[config.mk]
export PLATFORM = sky130hd
export DESIGN_NAME = tmw_div
export DESIGN_NICKNAME = d
export VERILOG_FILES = /design/src/hdl/tmw_pkg.sv /design/src/hdl/tmw_div.sv
export SDC_FILE = /design/constraint.sdc
export NUM_CORES = 1
export LEC_CHECK = 0
export BUFFER_PORTS_ARGS = -buffer_cell sky130_fd_sc_hd__buf_2
export CORE_AREA = 2 2 61 107
export CTS_CLUSTER_SIZE = 10
export DETAILED_ROUTE_END_ITERATION = 8
export DIE_AREA = 0 0 63 109
export GPL_ROUTABILITY_DRIVEN = 0
export GPL_TIMING_DRIVEN = 0
export MAX_ROUTING_LAYER = met4
export PLACE_DENSITY = 0.67
export SYNTH_ARGS = -nofsm -noshare
export SYNTH_HDL_FRONTEND = slang
export SYNTH_SLANG_ARGS = --single-unit
[constraint.sdc]
create_clock -name clk -period 3.1 [get_ports clk]
set_input_delay 0.155 -clock clk [delete_from_list [all_inputs] [get_ports clk]]
set_output_delay 0.155 -clock clk [all_outputs]
set_load 0.02 [all_outputs]
[src/hdl/tmw_pkg.sv]
// ----------------------------------------------------------------------------
// tmw_pkg
// Shared constants and types for the time-window moving average.
// ----------------------------------------------------------------------------
package tmw_pkg;

  localparam int QADDR_W        = 10;
  localparam int QUEUE_DEPTH    = 1 << QADDR_W;
  localparam int QCNT_W         = QADDR_W + 1;
  localparam int TIME_FRAC_BITS = 10;

  localparam int TIME_W  = 27;
  localparam int SEC_W   = 17;
  localparam int WIN_W   = 12;
  localparam int PWR_W   = 13;
  localparam int HR_W    = 9;
  localparam int KPH_W   = 16;
  localparam int CAD_W   = 9;
  localparam int IV_W    = 8;
  localparam int PEND_W  = 4;

  localparam int WATT_W  = 12;
  localparam int HRV_W   = 8;
  localparam int MPH_W   = 15;
  localparam int CADV_W  = 8;

  localparam int AVG_W_W  = 16;
  localparam int AVG_HR_W = 12;
  localparam int AVG_SP_W = 19;
  localparam int AVG_CD_W = 12;

  localparam int FRAC_OUT  = 4;
  localparam int SUM_W_W   = WATT_W + QADDR_W;
  localparam int SUM_HR_W  = HRV_W + QADDR_W;
  localparam int SUM_SP_W  = MPH_W + QADDR_W;
  localparam int SUM_CD_W  = CADV_W + QADDR_W;
  localparam int DIVD_W    = SUM_SP_W + FRAC_OUT;
  localparam int QUO_W     = MPH_W + FRAC_OUT;
  localparam int REM_W     = QCNT_W + 1;
  localparam int DCNT_W    = $clog2(QUO_W + 1);

  localparam int LIMIT_W   = SEC_W + TIME_FRAC_BITS;
  localparam int CMP_W     = (LIMIT_W > TIME_W) ? LIMIT_W : TIME_W;

  localparam int          MPH_MUL_W = 16;
  localparam logic [15:0] MPH_Q16   = 16'd40722;

  localparam int          CFG_DATA_W     = 32;
  localparam int          CFG_ADDR_W     = 3;
  localparam logic [15:0] WINDOW_RESET   = 16'd30;
  localparam logic        REG_WINDOW_SEL = 1'b0;

  localparam logic MODE_SAMPLE = 1'b0;
  localparam logic MODE_TICK   = 1'b1;

  typedef struct packed {
    logic [TIME_W-1:0] stamp;
    logic [CADV_W-1:0] cad;
    logic [MPH_W-1:0]  mph;
    logic [HRV_W-1:0]  hr;
    logic [WATT_W-1:0] watts;
  } entry_t;

  typedef struct packed {
    logic               en;
    logic [QADDR_W-1:0] addr;
    entry_t             data;
  } q_wr_t;

  typedef struct packed {
    logic               en;
    logic [QADDR_W-1:0] addr;
  } q_rd_t;

  typedef struct packed {
    logic              go;
    logic [DIVD_W-1:0] dividend;
    logic [QCNT_W-1:0] divisor;
  } div_req_t;

  typedef struct packed {
    logic             done;
    logic [QUO_W-1:0] quotient;
  } div_rsp_t;

endpackage

[src/hdl/tmw_div.sv]
// ----------------------------------------------------------------------------
// tmw_div
// Restoring divider, one quotient bit per cycle, shared by all four channels.
// ----------------------------------------------------------------------------
module tmw_div
  import tmw_pkg::*;
(
  input  logic     clk,
  input  logic     rst_n,
  input  div_req_t req,
  output div_rsp_t rsp
);

  logic              busy_r, busy_nxt;
  logic              done_r, done_nxt;
  logic [DCNT_W-1:0] cnt_r, cnt_nxt;
  logic [REM_W-1:0]  rem_r, rem_nxt;
  logic [QUO_W-1:0]  dvd_r, dvd_nxt;
  logic [QCNT_W-1:0] dsr_r, dsr_nxt;
  logic [REM_W-1:0]  trial;
  logic              ge;

  assign trial = {rem_r[REM_W-2:0], dvd_r[QUO_W-1]};
  assign ge    = trial >= {1'b0, dsr_r};

  always_comb begin
    busy_nxt = busy_r;
    done_nxt = 1'b0;
    cnt_nxt  = cnt_r;
    rem_nxt  = rem_r;
    dvd_nxt  = dvd_r;
    dsr_nxt  = dsr_r;
    if (req.go) begin
      busy_nxt = 1'b1;
      cnt_nxt  = DCNT_W'(QUO_W);
      rem_nxt  = REM_W'(req.dividend[DIVD_W-1:QUO_W]);
      dvd_nxt  = req.dividend[QUO_W-1:0];
      dsr_nxt  = req.divisor;
    end else if (busy_r) begin
      rem_nxt = ge ? (trial - {1'b0, dsr_r}) : trial;
      dvd_nxt = {dvd_r[QUO_W-2:0], ge};
      cnt_nxt = cnt_r - 1'b1;
      if (cnt_r == DCNT_W'(1)) begin
        busy_nxt = 1'b0;
        done_nxt = 1'b1;
      end
    end
  end

  always_ff @(posedge clk) begin
    if (!rst_n) begin
      busy_r <= 1'b0;
      done_r <= 1'b0;
      cnt_r  <= '0;
    end else begin
      busy_r <= busy_nxt;
      done_r <= done_nxt;
      cnt_r  <= cnt_nxt;
    end
    rem_r <= rem_nxt;
    dvd_r <= dvd_nxt;
    dsr_r <= dsr_nxt;
  end

  assign rsp.done     = done_r;
  assign rsp.quotient = dvd_r;

endmodule

* Word-level counts from Yosys, hierarchy flattened
Cells that the tools add are included.
** Word-level totals
- Bits in registers :: 48
- Input bits :: 43
- Output and inout port bits :: 20
- Word-level logic and storage cells :: 28
** Operators by class
- Add/subtract/negate cells :: 2
- $lt $le $gt $ge :: 1
- Equal/unequal tests :: 1
- Multiplexer cells :: 11
- Bitwise operators :: 2
- Reduce and logical (&&, ||, !) cells :: 3
** Operators with widths (number)
- $mux W19 :: 2
- $mux W10 :: 2
- $ge A12 B11 Y1 :: 1
- $mux W11 :: 1
- $sub A11 B11 Y11 :: 1
- $mux W5 :: 2
- $eq A5 B1 Y1 const B :: 1
- $sub A5 B1 Y5 const B :: 1
- $mux W1 :: 4
- $reduce_or A3 Y1 :: 1
- $not A1 Y1 :: 2
- $reduce_bool A2 Y1 :: 1
- $reduce_or A2 Y1 :: 1

* Longest topological paths before layout
- Word-level depth :: 4
- Depth in mapped cells :: 10

* Least setup slack after synthesis
Ideal clock, no wire load.
- Path kind :: reg-to-reg
- From :: register dvd_r[18]
- To :: register rem_r[8], data pin
- Data arrival time :: 2.498 ns
- Required time :: 2.840 ns
- Slack :: 0.342 ns
- Cell stages (with the launch flop) :: 10
- Path buffers :: 0
- Clock period less this slack :: 2.758 ns
- Cells stage by stage :: edfxtp_1 > inv_1 > ha_1 > fa_1 > nand2b_1 > a21oi_1 > o2111ai_2 > nand3_4 > mux2_4 > mux2_2
** Between the ends
- Word-level cells in the longest chain between the ends :: 4
- Elaborated cells between the ends (all ways) :: 5
** RTL lines
- start, declared :: RTL line tmw_div.sv:18 : logic [QUO_W-1:0] dvd_r, dvd_nxt;
- start signal, assigned :: RTL line tmw_div.sv:61 : dvd_r <= dvd_nxt;
- $sub A11 B11 Y11 / $ge A12 B11 Y1 (equally long branches) :: RTL line tmw_div.sv:40, tmw_div.sv:24
- $mux W11 * :: RTL line tmw_div.sv:40 : rem_nxt = ge ? (trial - {1'b0, dsr_r}) : trial;
- $mux W10 * :: RTL line tmw_div.sv:39 : end else if (busy_r) begin
- $mux W10 * :: RTL line tmw_div.sv:33 : if (req.go) begin
- named net rem_nxt[8] :: RTL line tmw_div.sv:17 : logic [REM_W-1:0] rem_r, rem_nxt;
- end signal, assigned :: RTL line tmw_div.sv:60 : rem_r <= rem_nxt;
- end, declared :: RTL line tmw_div.sv:17
Mark *: on every way through the listed nets, which the timed path passes. The rest lies on a longest branch. The select of a mux whose other input is x is not followed.
A chain may end at the register's enable or synchronous reset.

* Worst setup path after layout
Same ends and word-level chain as after synthesis.

==> results.json <==
{
  "run_status": "complete, no violations",
  "mostFrequentLayoutCell": "buf_2",
  "max_slew_margin_pct": 51.8,
  "synth-edff-count": 40,
  "slew_violations": 0,
  "synth_compound_area_share_pct": 11.0,
  "critPathLaunchType": "register",
  "antenna_found_initial": 0,
  "setup_slack_ns": 0.254,
  "postCtsResizedCells": 0,
  "dp.cells": 358,
  "n_fill_cell": 566,
  "cp.required_ns": 3.17,
  "drc_errors": 0,
  "ioPinCount": 63,
  "fin_tns_setup_ns": 0,
  "die_x_um": 63,
  "endpoint": "rem_r[8]",
  "setup_viol": 0,
  "max_stage_delay_ns": 0.41,
  "synth_mux_area_share_pct": 11.5,
  "root_buffer": "clkbuf_8",
  "final_nets": 346,
  "synthCells": 216,
  "cts.sinks": 48,
  "synth.net_count": 273,
  "synth_area_um2": 2640,
  "fp.dieH_um": 109,
  "port_buffers": 62,
  "layoutNonFillerInstCount": 370,
  "drt.antenna.violating_nets": 0,
  "clock_path_buffers": 2,
  "hold_viol": 0,
  "wl_um": 5490,
  "dieArea_um2": 6870,
  "cp_cell_sequence": "inv_1 -> ha_1 -> fa_1 -> nand2b_1 -> a21oi_1 -> o2111ai_2 -> nand3_4 -> mux2_4 -> mux2_2",
  "num_vias": 1922,
  "area_growth_pct": 20.5,
  "power_density_nw_per_um2": 640,
  "drt_iter0_markers": 48,
  "start_util_pct": 43.8,
  "yosys.area_share.simple_pct": 11.4,
  "r2r_start": "dvd_r[18]",
  "ys.flop_type": "edfxtp_1",
  "dp_slack_ns": 0.256,
  "synth_fa_ha_area_share_pct": 6.91,
  "drive_gt1_share_pct": 34.5,
  "synth_cell_types": 47,
  "vias_per_cell": 5.19,
  "grt_setup_unrepaired": "false",
  "ctsHtreeMaxLevel": 2,
  "slowest_stage": "fa_1",
  "insertedDiodeCount": 0,
  "synth_top_family_by_area": "multiplexers",
  "grt_pass1_wl_um": 8580,
  "worstReg2RegEnd": "rem_r[8]",
  "track_usage_pct": 16.9,
  "insertion_delay_ns": 0.32,
  "rows": 38,
  "synth_seq_cells": 48,
  "startpoint": "dvd_r[18]",
  "dp_hpwl_um": 4110,
  "min_period_over_period_pct": 91.8,
  "min_path_type": "in -> reg",
  "clk_pin_slew_ns": 0.09,
  "vdd_drop_max_mv": 0.401,
  "cts_tree": "yes",
  "fmax_mhz": 351,
  "r2r_cells": 9,
  "dr.pass1.iters": 4,
  "rrSetupSlack_ns": 0.25,
  "yosys.area_share.xor_xnor_pct": 3.31,
  "core_area_um2": 6040,
  "cp-end-kind": "register",
  "finalClockSkew_ns": 0.0178,
  "cap_violations": 0,
  "power.leakage_nw": 1.32,
  "worstSetupPathType": "reg -> reg",
  "cts-buffers-inserted": 5,
  "postSynth.asyncResetShare_pct": 0,
  "grt_pass1_vias": 1886,
  "overflow": 0,
  "grt_max_degree": 30,
  "worst_slew_pin_slew_ns": 0.723,
  "wl_per_cell_um": 14.8,
  "critPathArrivalTime_ns": 2.92,
  "ys_seq_area_share_pct": 51.5,
  "worstPathMaxFanout": 8,
  "layout_common_cells": "buf_2, edfxtp_1, mux2_2",
  "fin_crit_ns": 2.85,
  "syn_area_per_cell_um2": 12.2,
  "ys_warn_count": 0
}
## synth_stat cells (5+ instances only)
cell       n  share of area (%)
edfxtp_1  40                 45
mux2_2    23                9.8
xor2_1     5                1.7
clkbuf_1   7               0.99
o21ai_0    5               0.95
nor2_1    12                1.7
xnor2_1    5                1.7
inv_1     19                2.7
ha_1      13                6.2
nand3b_1   7                2.0
a21oi_1   10                1.9
dfxtp_1    8                6.1
nor3b_1    5                1.4
## critical path: cells and delay by family, from the launching register on
kind	cells	cell delay, ns
adders and majority gates	2	0.63
AOI/OAI and AO/OA	2	0.61
muxes	2	0.57
and+or+nand+nor	2	0.39
DFF	1	0.35
buffers and inverters	1	0.06
## cell families after synthesis
group	count (synthesis)
fa+ha+maj	14
xor+xnor	10
mux	27
buf+inv	29
flops	48
compound gates	39
simple gates	49
## worst min path at each step
| stage | end | slack (ns) | startpoint | cells after the start |
|---|---|---|---|---|
| 6_report | dsr_r[0] | 0.02 | req[0] | 1 |
| 5_1_grt | dsr_r[0] | 0.006 | req[0] | 1 |
| 4_1_cts | dsr_r[4] | 0.002 | req[4] | 1 |
| 3_5_place_dp | dsr_r[3] | 0.33 | req[3] | 1 |
| 3_3_place_gp | dsr_r[5] | 0.33 | req[5] | 1 |
| 2_1_floorplan | dsr_r[0] | 0.25 | req[0] | 0 |
## power breakdown
part / switching (mW) / total (mW) / internal (mW)
clock network: 0.218 / 0.400 / 0.182
logic: 0.425 / 0.775 / 0.350
registers: 0.0491 / 0.865 / 0.816
## metal layers
metal	up-vias	wire length [um]	track usage (%)	share of wire, %
met5	-	0	-	0
met4	0	131	8.10	2.4
met3	10	193	2.79	3.5
met2	45	3080	31.7	56
met1	922	2080	16.8	38
li1	945	-	-	-
## registers in the layout, indices dropped and copies added (netlist names)
register	cells
busy_r	1
dvd_r	19
done_r	1
rem_r	11
cnt_r	5
dsr_r	11
## layout make-up
class | count | area [um^2] | area share [%]
Buffer | 10 | 45.0 | 1.41
Clock buffer | 7 | 86.3 | 2.71
Clock inverter | 1 | 6.26 | 0.196
Inverter | 19 | 71.3 | 2.24
Multi-Input combinational cell | 139 | 1170 | 36.6
Sequential cell | 48 | 1360 | 42.7
Tap cell | 80 | 100 | 3.14
Timing Repair Buffer | 66 | 350 | 11.0
## stage by stage
stage / instance area (um^2) / utilization [%] / total power [mW] / hold slack, ns
floorplan: 2640 / - / 1.46 / 0.254
global placement: 3050 / 50.6 / 1.63 / 0.332
detailed placement: 3050 / 50.6 / 1.65 / 0.334
CTS: 3180 / 52.6 / 2.05 / 0.00228
global route: 3190 / 52.8 / 2.15 / 0.00650
finish: 3190 / 52.8 / 2.04 / 0.0201
## what timing repair did
action	in CTS	in global routing
hold endpoints to repair	3	1
setup endpoints to repair	0	0
buffers inserted	0	0
hold buffers	3	1
No activity file was read; power rests on OpenSTA's default activity.
